$ cat src/hw/rtl/txcon_pkg.sv
package txcon_pkg;

    // Coordinate width: columns use COORD_BITS, rows one bit more
    localparam int COORD_BITS = 10;

    // Display command codes
    typedef logic [1:0] cmd_t;
    localparam cmd_t CMD_CLEAR  = 2'd0;
    localparam cmd_t CMD_SCROLL = 2'd1;
    localparam cmd_t CMD_GLYPH  = 2'd2;

    // Character codes with special handling
    localparam logic [7:0] CHAR_CR = 8'd13;
    localparam logic [7:0] CHAR_LF = 8'd10;

    // Configuration register indexes
    typedef logic [1:0] reg_idx_t;
    localparam reg_idx_t REG_CHAR_WIDTH     = 2'd0;
    localparam reg_idx_t REG_CHAR_HEIGHT    = 2'd1;
    localparam reg_idx_t REG_DISPLAY_WIDTH  = 2'd2;
    localparam reg_idx_t REG_DISPLAY_HEIGHT = 2'd3;

    // Configuration reset values
    localparam logic [6:0] RST_CHAR_WIDTH     = 7'd12;
    localparam logic [6:0] RST_CHAR_HEIGHT    = 7'd16;
    localparam logic [9:0] RST_DISPLAY_WIDTH  = 10'd240;
    localparam logic [9:0] RST_DISPLAY_HEIGHT = 10'd320;

endpackage

$ cat src/hw/rtl/text_console_hw_scroll_cursor.sv
// Channel   | Handshake              | Payload
// ----------+------------------------+-----------------------------------------------
// input     | in_valid / in_stall    | char_code
// output    | out_valid / out_stall  | command pos_x pos_y rect_width area_height
//           |                        | scroll_line glyph last
// config    | cfg_write              | cfg_index cfg_data
//
// Carriage return: idle only. Line feed: HOME. Drawn character: HOME, WRAP, ROOM,
// then DIV, PART, SCROLL, YROW on a scroll (no DIV with zero display height), then
// ROWCLR, GLYPH. Scroll start modulo: restoring divider, one dividend bit per cycle.
// Reset (rst_n, async low) clears cursor and scroll state and reloads config defaults.
// Output stalls hold the sequencer at the next command; input is taken only when idle.
module text_console_hw_scroll_cursor (
    input  logic        clk,
    input  logic        rst_n,
    input  logic        in_valid,
    output logic        in_stall,
    input  logic [7:0]  char_code,
    output logic        out_valid,
    input  logic        out_stall,
    output logic [1:0]  command,
    output logic [9:0]  pos_x,
    output logic [10:0] pos_y,
    output logic [9:0]  rect_width,
    output logic [6:0]  area_height,
    output logic [9:0]  scroll_line,
    output logic [7:0]  glyph,
    output logic        last,
    input  logic        cfg_write,
    input  logic [1:0]  cfg_index,
    input  logic [9:0]  cfg_data
);

    localparam int CB        = txcon_pkg::COORD_BITS;
    localparam int SB        = (CB > 10) ? CB : 10;
    localparam int DIV_STEPS = CB + 1;
    localparam int CNT_W     = $clog2(DIV_STEPS + 1);

    // Sequencer states
    localparam logic [3:0] ST_IDLE   = 4'd0;
    localparam logic [3:0] ST_HOME   = 4'd1;
    localparam logic [3:0] ST_WRAP   = 4'd2;
    localparam logic [3:0] ST_ROOM   = 4'd3;
    localparam logic [3:0] ST_DIV    = 4'd4;
    localparam logic [3:0] ST_PART   = 4'd5;
    localparam logic [3:0] ST_SCROLL = 4'd6;
    localparam logic [3:0] ST_YROW   = 4'd7;
    localparam logic [3:0] ST_ROWCLR = 4'd8;
    localparam logic [3:0] ST_GLYPH  = 4'd9;

    typedef struct packed {
        logic                 req;
        txcon_pkg::cmd_t      cmd;
        logic [9:0]           x;
        logic [10:0]          y;
        logic [9:0]           w;
        logic [6:0]           h;
        logic [9:0]           line;
        logic [7:0]           g;
        logic                 lst;
    } emit_t;

    // Configuration registers
    logic [6:0] cw_reg, ch_reg;
    logic [9:0] dw_reg, dh_reg;

    // Console state
    logic [CB-1:0] col_reg, col_next;
    logic [CB:0]   row_reg, row_next;
    logic [CB:0]   prev_reg, prev_next;
    logic          scrl_reg, scrl_next;
    logic [CB-1:0] sstart_reg, sstart_next;

    // Sequencer and divider
    logic [3:0]       state_reg, state_next;
    logic [7:0]       char_reg, char_next;
    logic [CB:0]      dvd_reg, dvd_next;
    logic [9:0]       rem_reg, rem_next;
    logic [CNT_W-1:0] cnt_reg, cnt_next;
    logic [SB-1:0]    s_reg, s_next;

    // Output register
    logic            out_valid_reg, out_valid_next;
    txcon_pkg::cmd_t command_reg;
    logic [9:0]      pos_x_reg, rect_width_reg, scroll_line_reg;
    logic [10:0]     pos_y_reg;
    logic [6:0]      area_height_reg;
    logic [7:0]      glyph_reg;
    logic            last_reg;

    emit_t emit;
    logic  slot_free, fire;

    // Datapath helpers
    logic [CB+1:0]        row_sum;
    logic [CB:0]          row_adv;
    logic                 wrap_need, no_fit;
    logic                 is_lf, home, row_changed;
    logic [10:0]          rem_sh, rem_sub;
    logic                 rem_ge;
    logic                 s_small;
    logic [6:0]           part;
    logic signed [11:0]   py;
    logic [10:0]          py_clamp;
    logic signed [CB+1:0] y0, y1;
    logic [CB:0]          y_row;

    assign row_sum = {1'b0, row_reg} + (CB+2)'(ch_reg);
    assign row_adv = row_sum[CB+1] ? '1 : row_sum[CB:0];

    assign wrap_need = (CB+2)'(dw_reg) < ((CB+2)'(col_reg) + (CB+2)'(cw_reg));
    assign no_fit    = (CB+2)'(dh_reg) < ((CB+2)'(row_reg) + (CB+2)'(ch_reg));

    assign is_lf       = (char_reg == txcon_pkg::CHAR_LF);
    assign home        = (col_reg == '0) && (row_reg == '0);
    assign row_changed = (prev_reg != row_reg);

    // Restoring divider step: one dividend bit per cycle
    assign rem_sh  = {rem_reg, dvd_reg[CB]};
    assign rem_ge  = rem_sh >= {1'b0, dh_reg};
    assign rem_sub = rem_ge ? (rem_sh - {1'b0, dh_reg}) : rem_sh;

    // Partial line at the bottom of scroll memory
    assign s_small  = (rem_reg != '0) && (rem_reg < 10'(ch_reg));
    assign part     = ch_reg - rem_reg[6:0];
    assign py       = $signed({2'b00, dh_reg}) - $signed({5'b0, part});
    assign py_clamp = py[11] ? '0 : py[10:0];

    // Row of the new bottom line after a scroll
    assign y0    = $signed({2'b00, sstart_reg}) - $signed((CB+2)'(ch_reg));
    assign y1    = y0[CB+1] ? (y0 + $signed((CB+2)'(dh_reg))) : y0;
    assign y_row = y1[CB+1] ? '0 : y1[CB:0];

    assign slot_free = !out_valid_reg || !out_stall;
    assign fire      = emit.req && slot_free;

    // Sequencer
    always_comb
    begin
        state_next  = state_reg;
        char_next   = char_reg;
        col_next    = col_reg;
        row_next    = row_reg;
        prev_next   = prev_reg;
        scrl_next   = scrl_reg;
        sstart_next = sstart_reg;
        dvd_next    = dvd_reg;
        rem_next    = rem_reg;
        cnt_next    = cnt_reg;
        s_next      = s_reg;

        emit      = '0;
        emit.cmd  = txcon_pkg::CMD_CLEAR;

        case (state_reg)
            ST_IDLE:
            begin
                if (in_valid)
                begin
                    char_next = char_code;
                    if (char_code != txcon_pkg::CHAR_CR)
                        state_next = ST_HOME;
                end
            end
            ST_HOME:
            begin
                if (home)
                begin
                    emit.req = 1'b1;
                    emit.w   = dw_reg;
                    emit.h   = ch_reg;
                    emit.lst = is_lf;
                end
                if (!home || fire)
                begin
                    if (is_lf)
                    begin
                        row_next   = row_adv;
                        col_next   = '0;
                        state_next = ST_IDLE;
                    end
                    else
                    begin
                        state_next = ST_WRAP;
                    end
                end
            end
            ST_WRAP:
            begin
                if (wrap_need)
                begin
                    row_next = row_adv;
                    col_next = '0;
                end
                state_next = ST_ROOM;
            end
            ST_ROOM:
            begin
                if (row_changed && (scrl_reg || no_fit))
                begin
                    scrl_next = 1'b1;
                    dvd_next  = {1'b0, sstart_reg} + (CB+1)'(ch_reg);
                    rem_next  = '0;
                    cnt_next  = CNT_W'(DIV_STEPS);
                    state_next = (dh_reg == '0) ? ST_PART : ST_DIV;
                end
                else
                begin
                    state_next = ST_ROWCLR;
                end
            end
            ST_DIV:
            begin
                rem_next = rem_sub[9:0];
                dvd_next = {dvd_reg[CB-1:0], 1'b0};
                cnt_next = cnt_reg - CNT_W'(1);
                if (cnt_reg == CNT_W'(1))
                    state_next = ST_PART;
            end
            ST_PART:
            begin
                if (s_small)
                begin
                    emit.req = 1'b1;
                    emit.y   = py_clamp;
                    emit.w   = dw_reg;
                    emit.h   = part;
                    if (fire)
                    begin
                        s_next     = SB'(ch_reg);
                        state_next = ST_SCROLL;
                    end
                end
                else
                begin
                    s_next     = SB'(rem_reg);
                    state_next = ST_SCROLL;
                end
            end
            ST_SCROLL:
            begin
                emit.req  = 1'b1;
                emit.cmd  = txcon_pkg::CMD_SCROLL;
                emit.line = s_reg[CB-1:0];
                if (fire)
                begin
                    sstart_next = s_reg[CB-1:0];
                    state_next  = ST_YROW;
                end
            end
            ST_YROW:
            begin
                row_next   = y_row;
                state_next = ST_ROWCLR;
            end
            ST_ROWCLR:
            begin
                if (row_changed)
                begin
                    emit.req = 1'b1;
                    emit.y   = row_reg;
                    emit.w   = dw_reg;
                    emit.h   = ch_reg;
                end
                if (!row_changed || fire)
                    state_next = ST_GLYPH;
            end
            ST_GLYPH:
            begin
                emit.req = 1'b1;
                emit.cmd = txcon_pkg::CMD_GLYPH;
                emit.x   = col_reg;
                emit.y   = row_reg;
                emit.w   = 10'(cw_reg);
                emit.h   = ch_reg;
                emit.g   = char_reg;
                emit.lst = 1'b1;
                if (fire)
                begin
                    col_next   = col_reg + CB'(cw_reg);
                    prev_next  = row_reg;
                    state_next = ST_IDLE;
                end
            end
            default:
            begin
                state_next = ST_IDLE;
            end
        endcase
    end

    assign in_stall = (state_reg != ST_IDLE);

    // Output valid tracking
    always_comb
    begin
        out_valid_next = out_valid_reg;
        if (fire)
            out_valid_next = 1'b1;
        else if (!out_stall)
            out_valid_next = 1'b0;
    end

    // Control and state registers
    always_ff @(posedge clk or negedge rst_n)
    begin
        if (!rst_n)
        begin
            state_reg     <= ST_IDLE;
            col_reg       <= '0;
            row_reg       <= '0;
            prev_reg      <= '0;
            scrl_reg      <= 1'b0;
            sstart_reg    <= '0;
            cnt_reg       <= '0;
            out_valid_reg <= 1'b0;
        end
        else
        begin
            state_reg     <= state_next;
            col_reg       <= col_next;
            row_reg       <= row_next;
            prev_reg      <= prev_next;
            scrl_reg      <= scrl_next;
            sstart_reg    <= sstart_next;
            cnt_reg       <= cnt_next;
            out_valid_reg <= out_valid_next;
        end
    end

    // Configuration registers
    always_ff @(posedge clk or negedge rst_n)
    begin
        if (!rst_n)
        begin
            cw_reg <= txcon_pkg::RST_CHAR_WIDTH;
            ch_reg <= txcon_pkg::RST_CHAR_HEIGHT;
            dw_reg <= txcon_pkg::RST_DISPLAY_WIDTH;
            dh_reg <= txcon_pkg::RST_DISPLAY_HEIGHT;
        end
        else if (cfg_write)
        begin
            case (cfg_index)
                txcon_pkg::REG_CHAR_WIDTH:     cw_reg <= cfg_data[6:0];
                txcon_pkg::REG_CHAR_HEIGHT:    ch_reg <= cfg_data[6:0];
                txcon_pkg::REG_DISPLAY_WIDTH:  dw_reg <= cfg_data;
                txcon_pkg::REG_DISPLAY_HEIGHT: dh_reg <= cfg_data;
                default:                       ;
            endcase
        end
    end

    // Payload registers
    always_ff @(posedge clk)
    begin
        char_reg <= char_next;
        dvd_reg  <= dvd_next;
        rem_reg  <= rem_next;
        s_reg    <= s_next;
        if (fire)
        begin
            command_reg     <= emit.cmd;
            pos_x_reg       <= emit.x;
            pos_y_reg       <= emit.y;
            rect_width_reg  <= emit.w;
            area_height_reg <= emit.h;
            scroll_line_reg <= emit.line;
            glyph_reg       <= emit.g;
            last_reg        <= emit.lst;
        end
    end

    assign out_valid   = out_valid_reg;
    assign command     = command_reg;
    assign pos_x       = pos_x_reg;
    assign pos_y       = pos_y_reg;
    assign rect_width  = rect_width_reg;
    assign area_height = area_height_reg;
    assign scroll_line = scroll_line_reg;
    assign glyph       = glyph_reg;
    assign last        = last_reg;

endmodule

$ cat config.mk
export PLATFORM = sky130hd
export DESIGN_NAME = text_console_hw_scroll_cursor
export DESIGN_NICKNAME = d
export VERILOG_FILES = /design/src/hw/rtl/txcon_pkg.sv /design/src/hw/rtl/text_console_hw_scroll_cursor.sv
export SDC_FILE = /design/constraint.sdc
export NUM_CORES = 1
export LEC_CHECK = 0
export ABC_AREA = 1
export BUFFER_PORTS_ARGS = -buffer_cell sky130_fd_sc_hd__buf_2
export CELL_PAD_IN_SITES_DETAIL_PLACEMENT = 1
export CELL_PAD_IN_SITES_GLOBAL_PLACEMENT = 1
export CORE_UTILIZATION = 47
export DETAILED_ROUTE_END_ITERATION = 16
export PLACE_DENSITY = 0.85
export RECOVER_POWER = 50
export SLEW_MARGIN = 0
export SYNTH_ARGS = -nofsm -noshare
export SYNTH_HDL_FRONTEND = slang
export SYNTH_SLANG_ARGS = --single-unit
$ cat constraint.sdc
create_clock -name clk -period 4.59 [get_ports clk]
set_clock_uncertainty 0.2 [all_clocks]
set_input_delay 0.459 -clock clk [delete_from_list [all_inputs] [get_ports clk]]
set_output_delay 0.459 -clock clk [all_outputs]
set_load 0.03 [all_outputs]
# Word-level counts from Yosys, hierarchy flattened
# Index checks and enable logic that the tools add are counted.
dict set report word_totals {
  regBits 184
}
dict set report op_classes {
  n_addsub 10
  n_lt_le_gt_ge 4
  n_eq_ne 29
  n_mux 49
  reduce_logical 36
}
# op count
set ops {}
lappend ops {{$mux W10} 8}
lappend ops {{$mux W11} 7}
lappend ops {{$pmux W17 S4} 1}
lappend ops {{$pmux W11 S3} 2}
lappend ops {{$mux W28} 2}
lappend ops {{$mux W4} 11}
lappend ops {{$pmux W4 S10} 1}
lappend ops {{$pmux W10 S3} 1}
lappend ops {{$add A10 B7 Y11} 2}
lappend ops {{$ne A2 B2 Y1 const B} 11}
lappend ops {{$pmux W11 S2} 1}
lappend ops {{$sub A10 B7 Y11} 2}
lappend ops {{$logic_not A10 Y1} 2}
lappend ops {{$pmux W10 S2} 1}
lappend ops {{$reduce_and A2 Y1} 10}
lappend ops {{$mux W17} 1}
lappend ops {{$eq A4 B3 Y1 const B} 4}
lappend ops {{$add A11 B11 Y12} 1}
lappend ops {{$add A11 B7 Y12} 1}
lappend ops {{$lt A10 B12 Y1} 1}
lappend ops {{$mux W12} 1}
lappend ops {{$ge A11 B10 Y1} 1}
lappend ops {{$logic_not A11 Y1} 1}
lappend ops {{$lt A10 B11 Y1} 1}
lappend ops {{other kinds (34)} 54}

# Depth between registers and ports, before layout
# Gate-level depths: netlist of run 1.
dict set report depth {
  word_depth 8
  ltp_mapped 24
  depth_no_buf 23
}

# Worst setup path before layout of run 1
# No wires, ideal clock.
dict set report synth_timing {
  path_kind {flip-flop to flip-flop}
  startpoint {register ch_reg[4]}
  endpoint {register area_height_reg[0] (netlist: area_height[0]) (enable)}
  setup_time_ns 0.413
  t_arrival_ns 2.922
  setup_slack_ns 1.054
  path_stages_with_launch 12
  period_less_slack_ns 3.536
  cell_sequence {dfstp_2 -> inv_1 -> ha_1 -> nand2_1 -> inv_1 -> nand2_1 -> nand2_1 -> a21oi_1 -> nand4_4 -> nand2_2 -> o21ai_4 -> inv_1}
}
dict set report synth_between {
  elab_chain_cells 5
}
# item line_no
set synth_rtl {}
lappend synth_rtl {{start, declared} text_console_hw_scroll_cursor.sv:64} ;# logic [6:0] cw_reg, ch_reg;
lappend synth_rtl {{start signal, assigned} text_console_hw_scroll_cursor.sv:337} ;# ch_reg <= txcon_pkg::RST_CHAR_HEIGHT;
lappend synth_rtl {{start signal, assigned} text_console_hw_scroll_cursor.sv:345} ;# txcon_pkg::REG_CHAR_HEIGHT: ch_reg <= cfg_data[6:0];
lappend synth_rtl {{$lt A10 B7 Y1} text_console_hw_scroll_cursor.sv:124} ;# assign s_small = (rem_reg != '0) && (rem_reg < 10'(ch_reg));
lappend synth_rtl {{$logic_and A1 B1 Y1} text_console_hw_scroll_cursor.sv:124}
lappend synth_rtl {{$mux W1} text_console_hw_scroll_cursor.sv:222} ;# if (s_small)
lappend synth_rtl {{$pmux W1 S4} text_console_hw_scroll_cursor.sv:155} ;# case (state_reg)
lappend synth_rtl {{$logic_and A1 B1 Y1} text_console_hw_scroll_cursor.sv:135} ;# assign fire = emit.req && slot_free;
lappend synth_rtl {{named net fire} text_console_hw_scroll_cursor.sv:92} ;# logic slot_free, fire;
lappend synth_rtl {{end signal, assigned} text_console_hw_scroll_cursor.sv:366} ;# area_height_reg <= emit.h;
lappend synth_rtl {{end, declared} text_console_hw_scroll_cursor.sv:87} ;# logic [6:0] area_height_reg;
# The timed path passes the listed nets, and every way through them passes these cells.
# A chain may end at the register's enable or synchronous reset.

==> results of run 1 <==
-- layout by cell type (no fill, tap or decap), drive strengths merged, types with 22 or more instances in the layout --
cell type / instances
edfxtp: 98
dfrtp: 77
xor2: 35
clkbuf: 90
inv: 202
nand4: 32
a21oi: 61
nand2: 334
nand3: 59
nor2: 113
o21ai: 108
ha: 88
buf: 22
-- synth_stat cells, types with 2 or more instances --
cell type,n
ha_1,88
nand2_1,328
nor2_1,108
nand3_2,3
xnor2_1,19
nand3_1,56
a21o_1,5
buf_2,14
inv_1,185
o21bai_1,8
clkbuf_1,19
inv_2,11
nor4_1,3
nand4_1,30
nand3b_1,3
nor3_1,18
o211ai_1,6
edfxtp_1,98
a22o_1,6
dfrtp_1,77
o31ai_1,3
o21a_1,10
nand2_2,6
o21ai_0,95
o22ai_1,17
nor2_2,3
xor2_1,35
a31oi_1,3
clkinv_1,2
o21ai_1,12
dfstp_2,9
fa_1,8
a21oi_1,60
nor2_4,2
-- metal layers --
metal	global-route usage	vias up	wire [µm]
met1	0.396	5003	16000
met2	0.522	289	18000
met4	0.120	0	1120
met5	0	-	0
li1	-	4684	-
met3	0.0386	77	1690
-- metrics by stage --
stage	setup slack (ns)	hold slack [ns]	instances	total power [µW]	cell area (µm²)
6_report	0.446	0.0309	1780	9640	12800
2_1_floorplan	1.05	-0.0366	1369	6470	11500
4_1_cts	0.600	0.000947	1780	9640	12900
3_5_place_dp	0.670	0.257	1747	8050	12300
5_1_grt	0.280	0.0336	1780	10300	12800
3_3_place_gp	0.743	0.254	1747	7820	12300
-- cell type report --
type                    instances  area [µm²]
clock buffers                  17         425
clock inverters                15         179
fillers                      2916       11000
inverters                     198         743
multi-input cells             951        5490
flip-flops and latches        184        5110
well taps                     319         399
repair buffers                 96         428
-- how the worst min path moves through the flow --
stage / from / cells past startpoint / end / slack, ns
detailed placement: scrl_reg / 1 / scrl_reg / 0.26
finish: char_code[5] / 1 / char_reg[5] / 0.03
global placement: scrl_reg / 1 / scrl_reg / 0.25
CTS: char_code[5] / 1 / char_reg[5] / 0.0009
global route: char_code[5] / 1 / char_reg[5] / 0.03
floorplan: rst_n / 0 / ch_reg[0] / -0.04
-- logic make-up (layout without fill, tap and decap cells) --
| kind of cell | after synthesis | in the layout |
|---|---|---|
| and+or+nand+nor | 567 | 567 |
| buffers and inverters | 234 | 326 |
| AOI/OAI and AO/OA | 233 | 233 |
| DFF | 184 | 184 |
| adders and majority gates | 96 | 96 |
| xor gates and xnor gates | 55 | 55 |
-- report_power, final --
part	internal [µW]	leakage (µW)	switching [µW]
Clock	738	0.000294	772
Sequential	2400	0.00198	498
Combinational	1670	0.00374	3560
Total	4810	0.00601	4830
-- critical path, cell delays in order, from the launching register on --
cell	delay (ns)
dfrtp_1	0.45
inv_1	0.14
ha_1	0.40
a21o_1	0.22
a31oi_1	0.26
inv_1	0.07
a21oi_1	0.14
nor2_1	0.06
nor2_1	0.11
xor2_1	0.31
ha_1	0.30
inv_1	0.12
o21bai_1	0.13
nand2_1	0.07
nand3_1	0.12
o21ai_1	0.50
o22ai_1	0.22
==> metrics.cfg, run 1 <==
[setup_path]
ff2ff_path_depth=16
critPathKind=reg2reg
reg2reg_slack_ns=0.45
worstSetupStartpoint=ch_reg[2]
worstPathMaxFanout=7
cp_data_required_time_ns=4.54
timing.rr.end=pos_y[0]
endpoint_kind=flip-flop
start_kind=flip-flop
cp.arrival_ns=4.09
critPathCapture=pos_y[0]
r2r-start=ch_reg[2]

[finish]
drive_above_1_share=0.0650
final_util=0.538
diodes=0
area_growth_pct=11.0
num-nets-final=1569

[flow_run]
maxCapViolations=1

[synth]
synth_compound_area_frac=0.115
synth_top_family_by_area=simple AND/OR/NAND/NOR gates
synth-simple-area-share=0.210
synth.avg_cell_area_um2=8.41
syn_area_mm2=0.0115
ys_seq_area_frac=0.444
synth_area_leaders=edfxtp_1 26%, dfrtp_1 17%, nand2_1 11%
syn-num-nets=1490
ys.flop_type=edfxtp_1
synth-xor-area-share=0.0425
yosys_warnings=0
synth_edf_count=98
async_flop_share=0.467
synth.distinct_cells=53
yosysTopAreaCell=edfxtp_1
synth_adder_area_share=0.110
ys_ff_latch=184
synth_top_area_frac=0.256
synthMuxAreaShare=0
synthCells=1369

[global_routing]
grt_pass1_wl_mm=57.5
grt_pass1_vias=10300
grt_use_total=0.307
grt_max_degree=67
antenna_found_initial=0
grt-ovfl-total=0

[power_and_ir_drop]
leakagePower_uw=0.00601
vdd.ir_drop.worst_uv=347
powerDensity_mw_per_mm2=755

[place]
port_buffers=85
dpl.hpwl_mm=27.7
gp_congestion=0.932

[timing]
rsz0062_at_grt=false
fin_setup_tns_ns=0
period_minus_slack_ns=4.14
fmax_ghz=0.241
relSlewSlack=-0.185
slew_viol_final=67
worst_pin_slew_ns=1.78
setup_viol_count_final=0
period_share=0.903
hold_viol_final=0

[detailed_routing]
wl_per_cell_um=20.6
first_pass_iters=5
drc=0
num_vias=10100
drtIter0Drc=668
vias_per_cell=5.65
detail-route-antenna-nets=0
wl_mm=36.8

[floorplanning]
core_mm2=0.0238
ios=86
dieArea_mm2=0.0251
die_w_um=159
rows=56
die-height_um=159
start_util=0.485

[outcome]
violations=max-capacitance violations, max-slew violations
status=complete, but fails checks

[cts]
cts_tree=done
clockRootBuffer=clkbuf_16
post_cts_buffers=0
clkLatencyLatePin_ns=0.46
cts_buffers=17
postCtsResizedCells=0
cts-hold-fix-buffers=1
htreeDepth=4
clock-sinks=184
clock_path_buffers=2
clkSlewWorstSetupHoldPaths_ns=0.08

[hold_path]
hold_class=in2reg

Note: power is estimated with default switching activity, not from simulation.
==> run 2, diff against run 1 <==
Settings changed: CORE_UTILIZATION 47 to 50, PLACE_DENSITY 0.85 to 0.89.
Clock period 4.59 ns to 5 ns, I/O delays scaled along.
==> run 2 against run 1 <==
Compared with the run above: critical path depth increased by 4; cell count decreased by 1.9%; global-route usage increased by 4.7 points; worst hold slack improved by 0.016 ns; critical path type unchanged; the flow still finishes with violations (max-capacitance violations, max-slew violations); sequential share of layout area increased by 0.23 points.
==> metrics.cfg, run 2 (synthesis results as in run 1) <==
[detailed_routing]
detail-route-antenna-nets=0  ; unchanged
num_vias=10500  ; +4.8%
m1WireLength_mm=15.7  ; -2.0%
route.met2.wl_mm=19.5  ; +8.7%
wl_per_cell_um=23.2  ; +12%
maxUsedRoutingLayer=met4
route.met3.wl_mm=2.97  ; +76%
drc=0  ; unchanged
drtIter0Drc=995  ; +49%
vias_per_cell=6.04  ; +6.9%
first_pass_iters=5  ; unchanged
wl_mm=40.5  ; +10%

[power_and_ir_drop]
seqPwrFrac=0.297  ; -0.004
combPwrFrac=0.548  ; +0.006
switching_share=0.510  ; +0.00899
vdd.ir_drop.worst_uv=284  ; -18%
netSwitchingPower_uw=4590  ; -5.1%
p_int_uw=4400  ; -8.4%
power_frac_clock=0.155  ; -0.002
leakagePower_uw=0.00600  ; about the same
powerDensity_mw_per_mm2=708  ; -6.2%

[setup_path]
critPathKind=reg2reg
endpoint_kind=flip-flop
cp_data_required_time_ns=5.17  ; +0.63 ns
crit_path_max_incr_delay_ns=0.52  ; +0.02 ns
critPathSlowestCell=dfrtp_1
cp.arrival_ns=4.46  ; +0.37 ns
start_kind=flip-flop
cp_cell_sequence=ha_1 -> fa_1 -> nand2_1 -> nand2_1 -> nand3_1 -> nand2_1 -> a21oi_1 -> xor2_1 -> ha_1 -> nand2_1 -> o21a_1 -> nand2_1 -> nand2_1 -> nand2_1 -> nand2_1 -> nand3_1 -> nand2_1 -> buf_4 -> inv_1 -> a22oi_1
crit_top_cell=nand2_1
worstPathMaxFanout=23  ; +16

[finish]
area_growth_pct=10.3
layout_common_cells=328 x nand2_1, 184 x inv_1, 108 x nor2_1
multi_input_area_mm2=0.00549  ; unchanged
num-nets-final=1569  ; unchanged
final_util=0.561  ; +0.0232
diodes=0  ; unchanged
seq_area_mm2=0.00511  ; unchanged
num-fill-cells=2737  ; -6.1%
drive_above_1_share=0.0657  ; +0.000684
mostFrequentLayoutCell=nand2_1

[timing]
setup_viol_count_final=0  ; unchanged
hold_viol_final=0  ; unchanged
period_minus_slack_ns=4.29  ; +0.147 ns
fin_setup_tns_ns=0  ; unchanged
relSlewSlack=-0.976  ; -0.790
rsz0062_at_grt=false
worst_pin_slew_ns=2.96  ; +1.19 ns
slew_viol_final=50  ; -25%
period_share=0.858  ; -0.0446
fmax_ghz=0.233  ; -3.4%
setup_slack_ns=0.709  ; +0.263 ns

[floorplanning]
ios=86  ; unchanged
dieArea_mm2=0.0236  ; -5.9%
start_util=0.508  ; +0.0238
die_w_um=154  ; -3.0%
core_mm2=0.0226  ; -4.7%
die-height_um=154  ; -3.0%
rows=55  ; -1.8%

[global_routing]
grt_pass1_wl_mm=63.4  ; +10%
grt_use_total=0.354  ; +0.0468
antenna_found_initial=0  ; unchanged
grt-ovfl-total=0  ; unchanged
grt_pass1_vias=11200  ; +9.1%
grt_max_degree=60  ; -10%

[cts]
clkSlewWorstSetupHoldPaths_ns=0.08  ; about the same
cts_tree=done
cts_buffers=17  ; unchanged
clockRootBuffer=clkbuf_16
clock_path_buffers=2  ; unchanged
clock-sinks=184  ; unchanged
post_cts_buffers=0  ; unchanged
clkLatencyLatePin_ns=0.47  ; about the same
htreeDepth=4  ; unchanged
postCtsResizedCells=0  ; unchanged

[flow_run]
maxCapViolations=1  ; unchanged

[hold_path]
hold_class=in2reg

[place]
gp_congestion=0.959  ; +2.9%
dp_slack_ns=0.966  ; +0.297 ns
port_buffers=85  ; unchanged
dpl.hpwl_mm=29.4  ; +6.2%

[outcome]
violations=max-capacitance violations, max-slew violations
status=complete, but fails checks

-- run 2: power by group through the flow --
| stage | logic (µW) | clock network, µW | registers (µW) |
|---|---|---|---|
| finish | 4930 | 1390 | 2670 |
| CTS | 4890 | 1390 | 2640 |
| floorplan | 3150 | 0 | 2790 |
| detailed placement | 4730 | 0 | 2660 |
| global route | 5360 | 1430 | 2700 |
| global placement | 4480 | 0 | 2620 |
-- run 2: final cells by class --
cell class | instances | area share
clock buffer | 17 | 0.0335
clock inverter | 15 | 0.0124
inverter | 198 | 0.0585
multi-input combinational | 951 | 0.433
sequential | 184 | 0.402
tap | 285 | 0.0281
timing repair buffer | 96 | 0.0330
-- run 2: what timing repair did --
action,in CTS,in global routing
hold endpoints to repair,39,0
endpoints found under the setup margin,0,0
hold buffers,1,0
-- run 2: metal layers --
metal,GRT usage,vias to the layer above
li1,-,4689
met1,0.425,5150
met2,0.592,529
met3,0.0645,171
met4,0.213,0
met5,0,-
-- run 2: final timing paths --
check | from | to | slack, ns | cells after the start
min | char_code[0] | char_reg[0] | 0.05 | 1
max in group asynchronous | rst_n | row_reg[2] | 1.41 | 3
max reg2reg | ch_reg[0] | cnt_reg[1] | 0.71 | 20
max | ch_reg[0] | cnt_reg[1] | 0.71 | 20
min reg2reg | dw_reg[0] | dw_reg[0] | 0.31 | 2
min in group asynchronous | rst_n | dh_reg[0] | 1.34 | 2
-- run 2: per-stage QoR --
stage	std cells	power (µW)	cell area, µm²	hold WS (ns)
2_1_floorplan	1369	5940	11500	0.00441
4_1_cts	1746	8920	12800	0.0254
5_1_grt	1746	9490	12700	0.0667
3_3_place_gp	1713	7100	12200	0.251
6_report	1746	8990	12700	0.0471
3_5_place_dp	1713	7390	12200	0.286
-- run 2: critical path, delay by kind of cell, from the launching register on --
kind,cells,cell delay (ns)
AND/OR/NAND/NOR,11,1.18
adder cells (fa/ha/maj),3,1.02
AO/OA/AOI/OAI,3,0.53
flip-flops,1,0.52
buffers and inverters,2,0.50
XOR/XNOR,1,0.25
